$ cat config.mk
export PLATFORM = sky130hd
export DESIGN_NAME = publish_subscribe_fanout_table_core
export DESIGN_NICKNAME = d
export VERILOG_FILES = /design/src/sv/psft_pkg.sv /design/src/sv/psft_ram.sv /design/src/sv/psft_bitop.sv /design/src/sv/publish_subscribe_fanout_table_core.sv
export SDC_FILE = /design/constraint.sdc
export NUM_CORES = 2
export LEC_CHECK = 0
export BUFFER_PORTS_ARGS = -buffer_cell sky130_fd_sc_hd__buf_2
export CAP_MARGIN = 20
export CORE_UTILIZATION = 57
export DETAILED_ROUTE_END_ITERATION = 16
export PLACE_DENSITY = 0.78
export SYNTH_ARGS = -nofsm -noshare
export SYNTH_HDL_FRONTEND = slang
export SYNTH_SLANG_ARGS = --single-unit
$ cat constraint.sdc
create_clock -name clk -period 10.7 [get_ports clk]
set_input_delay 2.14 -clock clk [delete_from_list [all_inputs] [get_ports clk]]
set_output_delay 2.14 -clock clk [all_outputs]
set_load 0.02 [all_outputs]
$ cat src/sv/psft_pkg.sv
// Types and constants shared by the fan-out table core modules.
`timescale 1ns / 1ps
package psft_pkg;

	localparam int SIGNAL_DEPTH = 64;
	localparam int ADDR_W       = $clog2(SIGNAL_DEPTH);
	localparam int SIG_W        = 6;
	localparam int PRIO_W       = 5;
	localparam int MASK_W       = 32;
	localparam int LIMIT_W      = 7;
	localparam int CFG_IDX_W    = 2;

	localparam logic [LIMIT_W-1:0] LIMIT_RESET = 7'd64;
	localparam logic [SIG_W-1:0]   FIRST_RESET = 6'd4;

	typedef enum logic [1:0] {
		ACT_SUB   = 2'd0,
		ACT_UNSUB = 2'd1,
		ACT_PUB   = 2'd2,
		ACT_NONE  = 2'd3
	} action_t;

	typedef enum logic [CFG_IDX_W-1:0] {
		REG_SIGNAL_LIMIT = 2'd0,
		REG_FIRST_USER   = 2'd1
	} cfg_reg_t;

	typedef enum logic [1:0] {
		ST_IDLE,
		ST_READ,
		ST_WALK
	} state_t;

	// Result of the shared bit unit.
	typedef struct packed {
		logic [MASK_W-1:0] new_mask;
		logic [PRIO_W-1:0] top_idx;
		logic              rest_zero;
		logic              any;
	} bitop_res_t;

endpackage

$ cat src/sv/psft_ram.sv
// Generic single-write, single-read RAM with registered read data.
`timescale 1ns / 1ps
module psft_ram #(
	parameter int WIDTH = 32,
	parameter int DEPTH = 64,
	localparam int AW   = $clog2(DEPTH)
) (
	input  logic             clk,
	input  logic             we,
	input  logic [AW-1:0]    waddr,
	input  logic [WIDTH-1:0] wdata,
	input  logic             re,
	input  logic [AW-1:0]    raddr,
	output logic [WIDTH-1:0] rdata
);

	logic [WIDTH-1:0] mem_q [DEPTH];
	logic [WIDTH-1:0] rdata_q;

	always_ff @(posedge clk) begin
		if (we) begin
			mem_q[waddr] <= wdata;
		end
		if (re) begin
			rdata_q <= mem_q[raddr];
		end
	end

	assign rdata = rdata_q;

endmodule

$ cat src/sv/psft_bitop.sv
// Shared bit unit: sets or clears a mask bit, or finds and strips the top set bit.
`timescale 1ns / 1ps
module psft_bitop import psft_pkg::*; (
	input  logic [MASK_W-1:0] mask,
	input  action_t           op,
	input  logic [PRIO_W-1:0] index,
	output bitop_res_t        res
);

	// Upper half of each shrinking window, used by the binary leading-one search.
	localparam logic [MASK_W-1:0] HALF_MASK [PRIO_W] = '{
		32'h0000_0002, 32'h0000_000C, 32'h0000_00F0, 32'h0000_FF00, 32'hFFFF_0000
	};

	logic [MASK_W-1:0] v;
	logic [PRIO_W-1:0] idx;
	logic [MASK_W-1:0] one_hot_req;
	logic [MASK_W-1:0] one_hot_top;
	logic [MASK_W-1:0] stripped;

	always_comb begin
		v   = mask;
		idx = '0;
		for (int l = PRIO_W - 1; l >= 0; l--) begin
			if (|(v & HALF_MASK[l])) begin
				idx[l] = 1'b1;
				v      = v >> (1 << l);
			end
		end
	end

	assign one_hot_req = MASK_W'(1) << index;
	assign one_hot_top = MASK_W'(1) << idx;
	assign stripped    = mask & ~one_hot_top;

	always_comb begin
		res.top_idx   = idx;
		res.rest_zero = ~|stripped;
		res.any       = |mask;
		case (op)
			ACT_SUB:   res.new_mask = mask | one_hot_req;
			ACT_UNSUB: res.new_mask = mask & ~one_hot_req;
			ACT_PUB:   res.new_mask = stripped;
			default:   res.new_mask = mask;
		endcase
	end

endmodule

$ cat src/sv/publish_subscribe_fanout_table_core.sv
// Top level of the publish/subscribe fan-out table core.
//
// The block keeps one 32-bit subscriber mask per signal number. A command word is
// accepted at a rising edge where start is high and busy is low; it carries action,
// signal and priority_req. Subscribe sets the priority's bit in the signal's mask,
// unsubscribe clears it, and neither gives a result when it succeeds. Publish gives
// one result word per subscribed priority, highest first, with last on the final
// one; a publish with an empty mask gives nothing, and the mask is left unchanged.
// A signal below first_user_signal, at or above signal_limit, or a priority of zero
// on subscribe or unsubscribe gives a single result word with error and last set.
// Action three is taken and ignored.
// Timing: a rejected command shows its error word in the cycle after acceptance and
// busy never rises. Subscribe and unsubscribe read the table, then write the mask
// back. Publish reads the table and then walks the mask, one subscriber per word;
// the registered table read data and then the output registers lie between
// acceptance and the first word, and the words come out on consecutive cycles. The
// rate is set by the shared bit unit, which strips one mask bit per cycle. Each
// result word is on the outputs for exactly one cycle marked by strobe; there is
// no back pressure. Configuration words on the cfg channel are always ready and
// must be written while the block is idle.
// Reset clears every mask through per-entry valid bits, so the table is usable in
// the first cycle after reset, and loads signal_limit = 64, first_user_signal = 4.
`timescale 1ns / 1ps
module publish_subscribe_fanout_table_core import psft_pkg::*; (
	input  logic                 clk,
	input  logic                 arst_n,
	input  logic                 start,
	output logic                 busy,
	input  logic [1:0]           action,
	input  logic [SIG_W-1:0]     signal,
	input  logic [PRIO_W-1:0]    priority_req,
	output logic                 strobe,
	output logic [PRIO_W-1:0]    subscriber_priority,
	output logic                 last,
	output logic                 error,
	input  logic                 cfg_valid,
	output logic                 cfg_ready,
	input  logic [CFG_IDX_W-1:0] cfg_index,
	input  logic [LIMIT_W-1:0]   cfg_data
);

	state_t state_q, state_d;

	// Configuration registers.
	logic [LIMIT_W-1:0] limit_q;
	logic [SIG_W-1:0]   first_q;

	// The accepted command, held while the table is read and updated.
	action_t            act_q, act_d;
	logic [ADDR_W-1:0]  addr_q, addr_d;
	logic [PRIO_W-1:0]  prio_q, prio_d;

	// Working copy of the mask being walked during publish.
	logic [MASK_W-1:0]  mask_q, mask_d;

	// An entry that was never written reads as an empty mask.
	logic [SIGNAL_DEPTH-1:0] valid_q;
	logic                    set_valid;

	logic               strobe_q, strobe_d;
	logic [PRIO_W-1:0]  opri_q, opri_d;
	logic               last_q, last_d;
	logic               err_q, err_d;

	logic               ram_re, ram_we;
	logic [MASK_W-1:0]  ram_rdata;
	logic [MASK_W-1:0]  rd_mask;

	logic [MASK_W-1:0]  bit_mask;
	action_t            bit_op;
	bitop_res_t         bit_res;

	action_t            in_act;
	logic [ADDR_W-1:0]  in_addr;
	logic               bad_sig;

	assign in_act  = action_t'(action);
	assign in_addr = ADDR_W'(signal);
	assign bad_sig = (signal < first_q)
		|| ({1'b0, signal} >= limit_q)
		|| (32'(signal) >= 32'(SIGNAL_DEPTH));

	assign rd_mask = valid_q[addr_q] ? ram_rdata : '0;

	psft_ram #(
		.WIDTH(MASK_W),
		.DEPTH(SIGNAL_DEPTH)
	) u_table (
		.clk  (clk),
		.we   (ram_we),
		.waddr(addr_q),
		.wdata(bit_res.new_mask),
		.re   (ram_re),
		.raddr(in_addr),
		.rdata(ram_rdata)
	);

	// The bit unit works on the freshly read mask in the read cycle and on the
	// working copy while a publish is walked.
	assign bit_mask = (state_q == ST_WALK) ? mask_q : rd_mask;
	assign bit_op   = (state_q == ST_WALK) ? ACT_PUB : act_q;

	psft_bitop u_bitop (
		.mask (bit_mask),
		.op   (bit_op),
		.index(prio_q),
		.res  (bit_res)
	);

	always_ff @(posedge clk or negedge arst_n) begin
		if (!arst_n) begin
			state_q  <= ST_IDLE;
			valid_q  <= '0;
			strobe_q <= 1'b0;
			limit_q  <= LIMIT_RESET;
			first_q  <= FIRST_RESET;
		end else begin
			state_q  <= state_d;
			strobe_q <= strobe_d;
			if (set_valid) begin
				valid_q[addr_q] <= 1'b1;
			end
			if (cfg_valid && cfg_ready) begin
				if (cfg_index == REG_SIGNAL_LIMIT) begin
					limit_q <= cfg_data;
				end else if (cfg_index == REG_FIRST_USER) begin
					first_q <= cfg_data[SIG_W-1:0];
				end
			end
		end
	end

	always_ff @(posedge clk) begin
		act_q  <= act_d;
		addr_q <= addr_d;
		prio_q <= prio_d;
		mask_q <= mask_d;
		opri_q <= opri_d;
		last_q <= last_d;
		err_q  <= err_d;
	end

	always_comb begin
		state_d   = state_q;
		act_d     = act_q;
		addr_d    = addr_q;
		prio_d    = prio_q;
		mask_d    = mask_q;
		ram_re    = 1'b0;
		ram_we    = 1'b0;
		set_valid = 1'b0;
		strobe_d  = 1'b0;
		opri_d    = '0;
		last_d    = 1'b0;
		err_d     = 1'b0;
		unique case (state_q)
			ST_IDLE: begin
				if (start && in_act != ACT_NONE) begin
					if (bad_sig || (in_act != ACT_PUB && priority_req == '0)) begin
						strobe_d = 1'b1;
						last_d   = 1'b1;
						err_d    = 1'b1;
					end else begin
						ram_re  = 1'b1;
						act_d   = in_act;
						addr_d  = in_addr;
						prio_d  = priority_req;
						state_d = ST_READ;
					end
				end
			end
			ST_READ: begin
				if (act_q == ACT_PUB) begin
					if (bit_res.any) begin
						strobe_d = 1'b1;
						opri_d   = bit_res.top_idx;
						last_d   = bit_res.rest_zero;
						mask_d   = bit_res.new_mask;
						state_d  = bit_res.rest_zero ? ST_IDLE : ST_WALK;
					end else begin
						state_d = ST_IDLE;
					end
				end else begin
					ram_we    = 1'b1;
					set_valid = 1'b1;
					state_d   = ST_IDLE;
				end
			end
			ST_WALK: begin
				strobe_d = 1'b1;
				opri_d   = bit_res.top_idx;
				last_d   = bit_res.rest_zero;
				mask_d   = bit_res.new_mask;
				if (bit_res.rest_zero) begin
					state_d = ST_IDLE;
				end
			end
			default: begin
				state_d = ST_IDLE;
			end
		endcase
	end

	assign busy                = (state_q != ST_IDLE);
	assign cfg_ready           = 1'b1;
	assign strobe              = strobe_q;
	assign subscriber_priority = opri_q;
	assign last                = last_q;
	assign error               = err_q;

endmodule

Word level (Yosys, flattened, before mapping)
Memory sizes are Yosys's and may differ from the RTL's. A register that Yosys moved wholly into a read port is not among the register bits.
Cells that the tools add are included.
{"block": "op_classes", "n_reduce_logical": 23, "shifts": 2, "eq_ne": 13, "bitwise": 8, "order_cmp": 4, "mux": 45}
{"cell": "two-way mux 32 bit", "count": 4}
{"cell": "one-hot mux 32 bit (3 select lines)", "count": 1}
{"cell": "AND 32 bit", "count": 2}
{"cell": "inverter 32 bit", "count": 2}
{"cell": "bitwise OR 64 bit", "count": 1}
{"cell": "one-hot mux 32 bit (2 select lines)", "count": 1}
{"cell": "OR reduction 32 bit", "count": 2}
{"cell": "left shift 1 x 5 -> 32 bit (first input constant)", "count": 2}
{"cell": "bitwise OR 32 bit", "count": 1}
{"cell": "two-way mux 1 bit", "count": 20}
{"cell": "two-way mux 16 bit", "count": 1}
{"cell": "two-way mux 2 bit", "count": 8}
{"cell": "OR reduction 16 bit", "count": 1}
{"cell": "inequality test 2 bit (second input constant)", "count": 7}
{"cell": "AND reduction 3 bit", "count": 4}
{"cell": "two-way mux 5 bit", "count": 2}
{"cell": "one-hot mux 5 bit (2 select lines)", "count": 1}
{"cell": "two-way mux 8 bit", "count": 1}
{"cell": "OR reduction 8 bit", "count": 1}
{"cell": ">= comparator 6 x 7 -> 1 bit", "count": 1}
{"cell": "< comparator 6 x 7 -> 1 bit (second input constant)", "count": 1}
{"cell": "binary-select mux 1 bit (select 6 bit)", "count": 1}
{"cell": "demux 1 bit (select 6 bit)", "count": 1}
{"cell": "equality test 2 x 1 -> 1 bit (second input constant)", "count": 3}
{"cell": "16 further kinds", "count": 26}
{"block": "word_totals", "n_memories": 1, "elab_cells": 108, "in_bits": 26, "mem_bits_rw": 2048, "ff_bits": 132}
{"name": "u_table.mem_q", "words": 64, "width": 32, "rd": 1, "rd_ports_with_merged_regs": 1, "wr": 1, "line_no": "psft_ram.sv:17", "source": "logic [WIDTH-1:0] mem_q [DEPTH];"}

Depth between registers and ports, before layout
{"block": "depth", "ltp_word": 21, "mapped_depth": 17, "depth_no_buf": 14}

Modules after synthesis
From an unflattened synthesis, not the netlist that was laid out.
{"block": "unflattened", "cells_unflattened": 4122, "hier_area_um2": 86563.0}
{"mod": "psft_ram", "cells_each": 3324, "area_each_um2": 78835.6, "seq_area_each_um2": 62459.9, "instances": 1}
{"mod": "publish_subscribe_fanout_table_core", "cells_each": 480, "area_each_um2": 5948.2, "seq_area_each_um2": 3495.9, "instances": 1}
{"mod": "psft_bitop", "cells_each": 318, "area_each_um2": 1779.2, "seq_area_each_um2": 0.0, "instances": 1}

Worst setup path before layout
OpenSTA, ideal clock, no wires.
{"block": "synth_timing", "kind": "reg-to-reg", "from": "register state_q[0]", "to": "register mask_q[17] (data pin)", "path_stages_with_launch": 16, "path_buffers": 9, "t_arrival_ps": 8864, "synth_period_minus_slack_ps": 10167, "slack_ps": 533, "path_cell_list": "dfrtp_1 -> inv_1 -> ha_1 -> buf_2 -> buf_2 -> buf_2 -> buf_2 -> buf_2 -> buf_1 -> clkbuf_1 -> clkbuf_1 -> nor2_1 -> and2_1 -> clkbuf_1 -> and3_1 -> a2111oi_0"}
{"element": "start, declared", "line_no": "publish_subscribe_fanout_table_core.sv:42", "source": "state_t state_q, state_d;"}
{"element": "start signal, assigned", "line_no": "publish_subscribe_fanout_table_core.sv:118", "source": "state_q <= state_d;"}
{"element": "end signal, assigned", "line_no": "publish_subscribe_fanout_table_core.sv:137", "source": "mask_q <= mask_d;"}
{"element": "end, declared", "line_no": "publish_subscribe_fanout_table_core.sv:54", "source": "logic [MASK_W-1:0] mask_q, mask_d;"}

==> impl_metrics.ini <==
[sta]
period_share_pct = 57.46
hold_violations = 0
slew_headroom_pct = 25.43
tns_ns = 0
fmax_mhz = 162.6
worst_pin_slew_ns = 1.115
setup_viol = 0
finalCriticalPeriod_ns = 6.149
rsz0062_at_grt = no
fin_worst_skew_ns = 0.04427
whs_ns = 0.4687
slew_violations = 0

[detailed_routing]
drt_iter0_markers = 6976
vias = 46028
drt-pass1-iter-count = 7
dr_wl_met3_um = 32190
met1_length_um = 83910
dr_wl_met2_um = 121300
top_layer = met5
avgViaCountPerCell = 7.235
drt-total-wl_um = 252600
ant_nets = 0
drt-wirelength-per-cell_um = 39.70
drt_drc_violations_left = 0

[clock_tree]
clock_latency_ns = 0.86
clock_path_buffers = 3
cts_tree = built
path_clk_slew_ns = 0.06
postCtsSetupBuffers = 0
cts_buffers = 206
htree_levels = 4
numClockSinks = 2212
cts-root-buf = clkbuf_16
postCtsHoldBufs = 0
cts-resized-gates = 0

[final_layout]
final_common_cell = edfxtp_1
fillers = 9284
layout_common_cells = edfxtp_1, mux4_2, clkbuf_16, buf_4, nand2_1
final_layout_size_suffix_gt1_share_pct = 31.67
area_growth_pct = 12.35
nets = 4195

[yosys]
synth_top_area_cell = edfxtp_1
ys_seq_area_share_pct = 75.67
synth_cell_types = 91
yosys_warnings = 0
synth-edff-count = 2125
synth_area_um2 = 87160
syn_area_per_cell_um2 = 21.93
synth_seq_cells = 2212
synth_area_leaders = edfxtp_1, mux4_2, dfrtp_1
ys.flop_type = edfxtp_1
synth-async-reset-ratio_pct = 3.617
postSynthCellCount = 3974
syn_nets = 4015
synth_top_area_share_pct = 73.21

[setup_path]
path_cells = inv_1 -> ha_4 -> buf_4 -> buf_4 -> mux2i_1 -> nand3_1 -> a21o_1 -> o21ai_4 -> nand3_1 -> or4_1 -> o31ai_1 -> a221oi_4 -> buf_4
cp.required_ns = 11.17
path_max_fanout = 65
r2r-start = state_q[0]
r2r_end = u_table.mem_q[39][18]
worstSetupStartpoint = state_q[0]
path_common_cell = buf_4
crit_family = buffers and inverters
path_class = reg -> reg
rrSetupSlack_ns = 4.55
path_buf_inv = 4
worstSetupEndpointType = flip-flop
critPathLaunchType = flip-flop
slowest_stage = or4_1
cp.arrival_ns = 6.62
slowest_delay_ns = 0.76
reg2reg_depth = 13

[placement]
portBuffers = 34
dp_hpwl_um = 127900
gp_congestion = 0.9890

[status]
status = finished, final reports clean

[min_path]
holdPathEnd = valid_q[1]
hold_path_depth = 1
worst_hold_path_type = reg -> reg
worstHoldStart = valid_q[1]

[floorplanning]
die_y_um = 393.0
io_pins = 36
rows = 143
die_area_um2 = 154500
core_um2 = 151900
start_util_pct = 57.38
die_w_um = 393.0

[global_route]
grt_pass1_wl_um = 352100
grt_pass1_vias = 45640
antenna_found_initial = 11
grt_start_max_net_pins = 104
grt_usage_pct = 33.41
overflow = 0

[power]
vdd_drop_max_v = 0.0002289
power_mw = 19.99
p_leak_nw = 31.27
powerDensity_nw_per_um2 = 204.1

[job]
cap_violations = 0
## power breakdown
group | leakage, nW | total [mW] | internal [mW] | switching [mW]
Clock | 3.31 | 7.39 | 4.12 | 3.27
Combinational | 7.30 | 2.24 | 0.662 | 1.58
Sequential | 20.7 | 10.4 | 10.2 | 0.140
## cell usage after synthesis, drive strengths merged (22+ instances only)
cell type,instances
buf,90
mux4,660
mux2,32
nor3,30
nor2,130
inv,22
dfrtp,78
clkbuf,122
a21oi,41
o21ai,101
or2,69
edfxtp,2125
nand2,128
mux2i,43
nand3,28
## registers in the layout, indices dropped and copies added (netlist names)
register,cells
state_q,2
mask_q,32
prio_q,5
u_table.mem_q,2048
error,1
act_q,2
last,1
first_q,6
limit_q,7
subscriber_priority,5
addr_q,6
strobe,1
u_table.rdata,32
valid_q,64
## per-layer routing
layer	GRT usage (%)	vias up
li1	-	17165
met1	42.92	24007
met2	52.62	4074
met3	9.288	776
met4	17.21	6
met5	0	-
## layout make-up
type / instances / area (um2) / area share (%)
Tap cell: 2030 / 2540 / 2.594
Clock inverter: 137 / 1418 / 1.448
Antenna cell: 6 / 15.01 / 0.01533
Inverter: 22 / 82.58 / 0.08433
Sequential cell: 2212 / 65960 / 67.35
Multi-Input combinational cell: 1528 / 21130 / 21.58
Clock buffer: 243 / 5345 / 5.459
Timing Repair Buffer: 184 / 1433 / 1.463
## worst reg2reg max path, stage by stage (launching register included)
cell      delay [ns]
dfrtp_1         0.41
inv_1           0.15
ha_4            0.38
buf_4           0.57
buf_4           0.73
mux2i_1         0.72
nand3_1         0.35
a21o_1          0.28
o21ai_4         0.29
nand3_1         0.11
or4_1           0.76
o31ai_1         0.46
a221oi_4        0.12
buf_4           0.38
## per-stage QoR
| step | util (%) | area (um2) | worst slack [ns] | std cells |
|---|---|---|---|---|
| floorplan | - | 87160 | 0.5326 | 3974 |
| global placement | 59.92 | 91020 | 4.154 | 5969 |
| detailed placement | 59.93 | 91030 | 4.162 | 5970 |
| CTS | 64.38 | 97790 | 4.568 | 6350 |
| global route | 64.45 | 97910 | 4.420 | 6356 |
| finish | 64.46 | 97920 | 4.551 | 6362 |
## cells by family after synthesis
group                      Yosys count  share of synthesized area, %
DFF                               2212                         75.67
other                                1                      0.004303
AOI/OAI and AO/OA                  290                         2.267
and+or+nand+nor                    487                         2.814
buffers and inverters              234                         1.065
muxes                              735                         17.96
adders and majority gates           15                        0.2153
## worst max path at each step
stage                            endpoint  slack, ns  cells past startpoint
global placement         u_table.rdata[9]       4.15                      8
floorplan                      mask_q[17]       0.53                     15
CTS                 u_table.mem_q[27][28]       4.57                     12
finish              u_table.mem_q[39][18]       4.55                     13
global route        u_table.mem_q[39][18]       4.42                     13
detailed placement       u_table.rdata[9]       4.16                      8
Power figures use the tool's default switching activity.
